[config.mk]
export PLATFORM = sky130hd
export DESIGN_NAME = register_write_datagram_crc8
export DESIGN_NICKNAME = d
export VERILOG_FILES = /design/src/rtl/core/rwdc_pkg.sv /design/src/rtl/core/register_write_datagram_crc8.sv
export SDC_FILE = /design/constraint.sdc
export NUM_CORES = 1
export LEC_CHECK = 0
export ABC_AREA = 1
export ABC_CLOCK_PERIOD_IN_PS = 3700
export BUFFER_PORTS_ARGS = -buffer_cell sky130_fd_sc_hd__clkbuf_2
export CORE_MARGIN = 2
export CORE_UTILIZATION = 55
export DETAILED_ROUTE_END_ITERATION = 8
export GPL_ROUTABILITY_DRIVEN = 0
export PLACE_DENSITY = 0.9
export SLEW_MARGIN = 20
export SYNTH_ARGS = -nofsm -noshare
export SYNTH_HDL_FRONTEND = slang
export SYNTH_SLANG_ARGS = --single-unit
[constraint.sdc]
create_clock -name clk -period 3.7 [get_ports clk]
set_clock_uncertainty 0.2 [all_clocks]
set_input_delay 0.37 -clock clk [delete_from_list [all_inputs] [get_ports clk]]
set_output_delay 0.37 -clock clk [all_outputs]
set_load 0.05 [all_outputs]
[src/rtl/core/rwdc_pkg.sv]
// Shared constants and the CRC-8 byte update for the register write datagram block.
// No dependencies.
package rwdc_pkg;

  // Datagram length in bytes; the last one carries the CRC
  localparam int unsigned DGRAM_LEN   = 8;
  localparam int unsigned CNT_W       = $clog2(DGRAM_LEN);
  localparam int unsigned PAYLOAD_W   = (DGRAM_LEN - 1) * 8;

  localparam logic [7:0]  CRC_POLY    = 8'h07;
  localparam logic [7:0]  CRC_INIT    = 8'h00;
  localparam logic [7:0]  WRITE_FLAG  = 8'h80;

  // Configuration register indexes
  localparam int unsigned CFG_IDX_W   = 1;
  localparam logic [CFG_IDX_W-1:0] REG_SYNC = 1'b0;
  localparam logic [CFG_IDX_W-1:0] REG_NODE = 1'b1;

  localparam logic [CNT_W-1:0] CNT_CRC = CNT_W'(DGRAM_LEN - 1);

  typedef logic [7:0] byte_t;

  // Feed one byte into the CRC, least significant bit first
  function automatic byte_t crc8_feed(input byte_t crc_in, input byte_t data);
    byte_t crc;
    byte_t b;
    logic  fb;
    crc = crc_in;
    b   = data;
    for (int k = 0; k < 8; k++) begin
      fb  = crc[7] ^ b[0];
      crc = {crc[6:0], 1'b0};
      if (fb) begin
        crc = crc ^ CRC_POLY;
      end
      b = {1'b0, b[7:1]};
    end
    return crc;
  endfunction

endpackage

[src/rtl/core/register_write_datagram_crc8.sv]
// Register write datagram builder: framing shift register plus running CRC-8. Needs rwdc_pkg.
// The first byte passes the shift register, then the output register; eight consecutive beats.
// The shift register moves one byte per cycle; busy drops in the cycle before the CRC beat
// so the next request follows directly.
// Reset (rst_n low, synchronous): no datagram in flight, sync byte 0x05, node address 0.
// The receiver cannot stall; every beat is taken in the cycle it is shown.
module register_write_datagram_crc8
  import rwdc_pkg::*;
(
  input  logic                 clk,
  input  logic                 rst_n,
  // request channel
  input  logic                 start,
  output logic                 busy,
  input  logic [6:0]           in_reg_address,
  input  logic [31:0]          in_write_value,
  // datagram byte channel
  output logic                 out_valid,
  output logic [7:0]           out_byte,
  output logic                 out_last_byte,
  // configuration port
  input  logic                 cfg_we,
  input  logic [CFG_IDX_W-1:0] cfg_index,
  input  logic [7:0]           cfg_wdata
);

  logic                 act_r, act_nxt;
  logic [CNT_W-1:0]     cnt_r, cnt_nxt;
  logic [PAYLOAD_W-1:0] data_r, data_nxt;
  byte_t                crc_r, crc_nxt;
  byte_t                sync_r, node_r;
  logic                 oval_r, olast_r;
  byte_t                obyte_r;
  logic                 accept;
  byte_t                cur_byte;
  logic                 at_crc;

  // Accept a new request whenever no payload byte is left to send
  assign at_crc = act_r && (cnt_r == CNT_CRC);
  assign busy   = act_r && !at_crc;
  assign accept = start && !busy;

  assign cur_byte = at_crc ? crc_r : data_r[PAYLOAD_W-1 -: 8];

  // Configuration registers
  always_ff @(posedge clk) begin
    if (!rst_n) begin
      sync_r <= 8'h05;
      node_r <= 8'h00;
    end else if (cfg_we) begin
      unique case (cfg_index)
        REG_SYNC: sync_r <= cfg_wdata;
        REG_NODE: node_r <= cfg_wdata;
        default:  ;
      endcase
    end
  end

  // Load the framed payload on accept, else advance one byte or, at the CRC byte, go idle
  always_comb begin
    act_nxt  = act_r;
    cnt_nxt  = cnt_r;
    data_nxt = data_r;
    crc_nxt  = crc_r;
    if (accept) begin
      act_nxt  = 1'b1;
      cnt_nxt  = '0;
      data_nxt = {sync_r, node_r, WRITE_FLAG | {1'b0, in_reg_address}, in_write_value};
      crc_nxt  = CRC_INIT;
    end else if (act_r) begin
      if (at_crc) begin
        act_nxt = 1'b0;
      end else begin
        cnt_nxt  = cnt_r + 1'b1;
        data_nxt = {data_r[PAYLOAD_W-9:0], 8'h00};
        crc_nxt  = crc8_feed(crc_r, cur_byte);
      end
    end
  end

  // Control state
  always_ff @(posedge clk) begin
    if (!rst_n) begin
      act_r   <= 1'b0;
      cnt_r   <= '0;
      oval_r  <= 1'b0;
      olast_r <= 1'b0;
    end else begin
      act_r   <= act_nxt;
      cnt_r   <= cnt_nxt;
      oval_r  <= act_r;
      olast_r <= at_crc;
    end
  end

  // Payload: shift register, running CRC and output byte
  always_ff @(posedge clk) begin
    data_r  <= data_nxt;
    crc_r   <= crc_nxt;
    obyte_r <= cur_byte;
  end

  assign out_valid     = oval_r;
  assign out_byte      = obyte_r;
  assign out_last_byte = olast_r;

`ifndef ASSERT_OFF
  // The first beat of a datagram carries the sync byte captured at accept
  a_first_sync: assert property (@(posedge clk) disable iff (!rst_n)
    (start && !busy) |-> ##2 (out_valid && out_byte == $past(sync_r, 2)))
    else $error("first datagram beat is not the sync byte");

  // The last flag only marks a valid beat
  a_last_valid: assert property (@(posedge clk) disable iff (!rst_n)
    out_last_byte |-> out_valid)
    else $error("last flag without a valid beat");

  // Beats of one datagram come without gaps
  a_no_gap: assert property (@(posedge clk) disable iff (!rst_n)
    (out_valid && !out_last_byte) |=> out_valid)
    else $error("gap inside a datagram");

  // The CRC beat is shown only after busy was released for it
  a_last_free: assert property (@(posedge clk) disable iff (!rst_n)
    $rose(out_last_byte) |-> $past(!busy))
    else $error("CRC beat while busy");
`endif

endmodule

==> metrics.md <==
| Metric | Value |
|---|---|
| PwrDens | 551 nW/um^2 |
| Clk buf depth | 2 |
| GR Util All Layers | 22.4% |
| Iter 0 DRT Violations | 230 |
| Mapped Area | slightly above 4000 sq um |
| Crit path DAT | 2.39 ns |
| Pin count of the biggest net entering global routing | 54 |
| Final worst setup slack | 0.742 ns |
| Final setup TNS | 0 ns |
| Clock latency on the worst-skew pair | 0.36 ns |
| Initial Util | 56.8% |
| Rel. slew slack | 46.0% |
| Synth top cells by count | 167 x nand2_1, 73 x nand3_1, 55 x edfxtp_1 |
| Core ar. | 7290 sq um |
| Syn avg cell area | around 8.7 sq um |
| Final Slew Violations | 0 |
| Flop2flop setup slack | 1.04 ns |
| Initial antenna violation count | 0 |
| R2r startpoint | cnt_r[0]$_SDFFE_PP0P_ |
| Worst setup slack after placement | approximately 1.0 ns |
| DR WL/cell | between 10 and 15 um |
| Slew @ Worst Pin | 0.809 ns |
| Die area | 8240 sq um |
| IO buf count | just over 60 |
| Max-cap violation count | 0 |
| Final hold violations | 0 |
| Pleak | 0.00228 uW |
| # clock sinks | 94 |
| Row count | 31 |
| Layout net count | 590 |
| Prevailing post-synth register cell | edfxtp_1 |
| Endpoint type of the worst setup path | output port |
| DRT Pass-1 Iters | 5 |
| Vias after detailed routing | 3371 |
| Routed WL | 8.45 mm |
| HPWL Detailed | ~6.0 mm |
| Num CTS Buffers | 9 |
| WP data required | 3.13 ns |
| Cells after synthesis | 479 |
| Die Wd | ~90 um |
| Number of global-route vias before repair | 3369 |
| Post-route DRC violation count | 0 |
| Area Growth Syn to Fin | 13.7% |
| Outcome | complete, no violations |
| #FFs+latches synth | 94 |
| Routed vias/inst | about 5.3 |
| RSZ-0062 raised after global routing | no |
| First-pass GRT wire length | 14.7 mm |
| Sequential element share of the synthesized area | 58.7% |
| Unique masters post-synth | 23 |
| Critical Path Fanout Max | 43 |
| Final ANT Viol Nets | 0 |
| Critical path startpoint category | flop |
| Final setup vio count | 0 |
| CTS tree | built |
| CTS resizes | 0 |
| Clk slew on worst S/H paths | roughly 0.080 ns |
| Post-CTS Hold Buffers | 0 |
| Post-synth net total | approximately 530 |
| Max IR drop VDD | between 0.3 and 0.4 mV |
| Area contributors post-synth | edfxtp_1 40%, dfxtp_1 19%, nand2_1 15% |
| Final min period | 2.96 ns |
| Area leader, netlist | edfxtp_1 |
| Gr ovfl total | 0 |
| CP startpoint | cnt_r[0]$_SDFFE_PP0P_ |
| H-tree depth | 3 |
| Clock root buffer | clkbuf_8 |
| Worst hold-check path type | in2reg |
| Io pins | 63 |
| Crit share post-route | 79.9% |
| Die height | 90.8 um |
| N_diodes | 0 |
| HP Start | cfg_wdata[2] |
| Fmax | between 300 and 400 MHz |
| Most common cell in the netlist | nand2_1 |
| Asr flop ratio synth | 0% |
| Fraction of layout cells with a size suffix above 1 | 18.9% |
| Yosys warns | 0 |
| EDFF count, synth | 55 |
| Synth top area share | 39.9% |
| Post-CTS Repair Setup Buffers | 0 |
| WS Path Type | reg2out |
[cell usage in the layout, fill, tap and decap left out, types with 9 or more instances in the layout]
master / count
clkbuf_2: 62
edfxtp_1: 55
nand3_1: 73
clkbuf_8: 11
nand2_2: 9
inv_1: 27
dfxtp_1: 39
o21ai_0: 17
nand2_1: 167
nor2_1: 43
[layer usage]
layer / global-route usage (%) / vias to the layer above / part of all wire, %
li1: - / 1684 / -
met1: 26.7 / 1537 / 41
met2: 37.6 / 127 / 49
met3: 6.26 / 23 / 6.4
met4: 10.7 / 0 / 3.6
met5: 0 / - / 0
[report_power, final]
| group | switching, uW | leakage (uW) | internal [uW] |
|---|---|---|---|
| clock | 338 | 0.0000898 | 277 |
| combinational | 434 | 0.00129 | 215 |
| sequential | 79.4 | 0.000907 | 1250 |
| total | 851 | 0.00228 | 1740 |
[worst max-delay path, cell delays in order (launching register included)]
cell,delay (ns)
dfxtp_1,0.33
ha_1,0.21
ha_1,0.30
nor2_4,0.37
buf_4,0.45
clkbuf_2,0.36
[stage by stage]
stage | utilization, % | instances | hold WS, ns | total power (uW) | instance area [sq um]
2_1_floorplan | - | 479 | 0.229 | 1830 | 4140
3_3_place_gp | 62.2 | 624 | 0.256 | 1960 | 4540
3_5_place_dp | 62.2 | 624 | 0.264 | 1990 | 4540
4_1_cts | 64.6 | 640 | 0.0235 | 2600 | 4710
5_1_grt | 64.6 | 640 | 0.0478 | 2750 | 4710
6_report | 64.6 | 640 | 0.0364 | 2590 | 4710
[worst paths after layout]
check | end | depth (start not counted)
max reg2reg | cnt_r[2]$_SDFFE_PP0P_ | 7
min | sync_r[2]$_SDFFE_PN1P_ | 3
min reg2reg | cnt_r[2]$_SDFFE_PP0P_ | 2
max | busy | 5
[registers in the layout (all words and copies together), names as in the netlist]
register	flops
data_r	56
crc_r	8
node_r	8
out_byte	8
sync_r	8
cnt_r	3
act_r	1
out_last_byte	1
out_valid	1
[final cells by class]
class                      count  area (sq um)
clock buffer                  12           155
inverter                      31           116
sequential                    94          2430
timing repair buffer          65           345
fill                         625          2580
multi-input combinational    335          1520
tap                           99           124
clock inverter                 4          21.3
[cells by family (layout without fill, tap and decap cells)]
| kind of cell | Yosys count | in the layout | share of synthesized area (%) |
|---|---|---|---|
| and+or+nand+nor | 296 | 296 | 30.0 |
| DFF | 94 | 94 | 58.7 |
| buffers and inverters | 50 | 112 | 4.86 |
| AOI/OAI and AO/OA | 30 | 30 | 4.14 |
| xor gates and xnor gates | 7 | 7 | 1.66 |
| adders and majority gates | 2 | 2 | 0.604 |
Note: power is estimated with default switching activity, not from simulation.
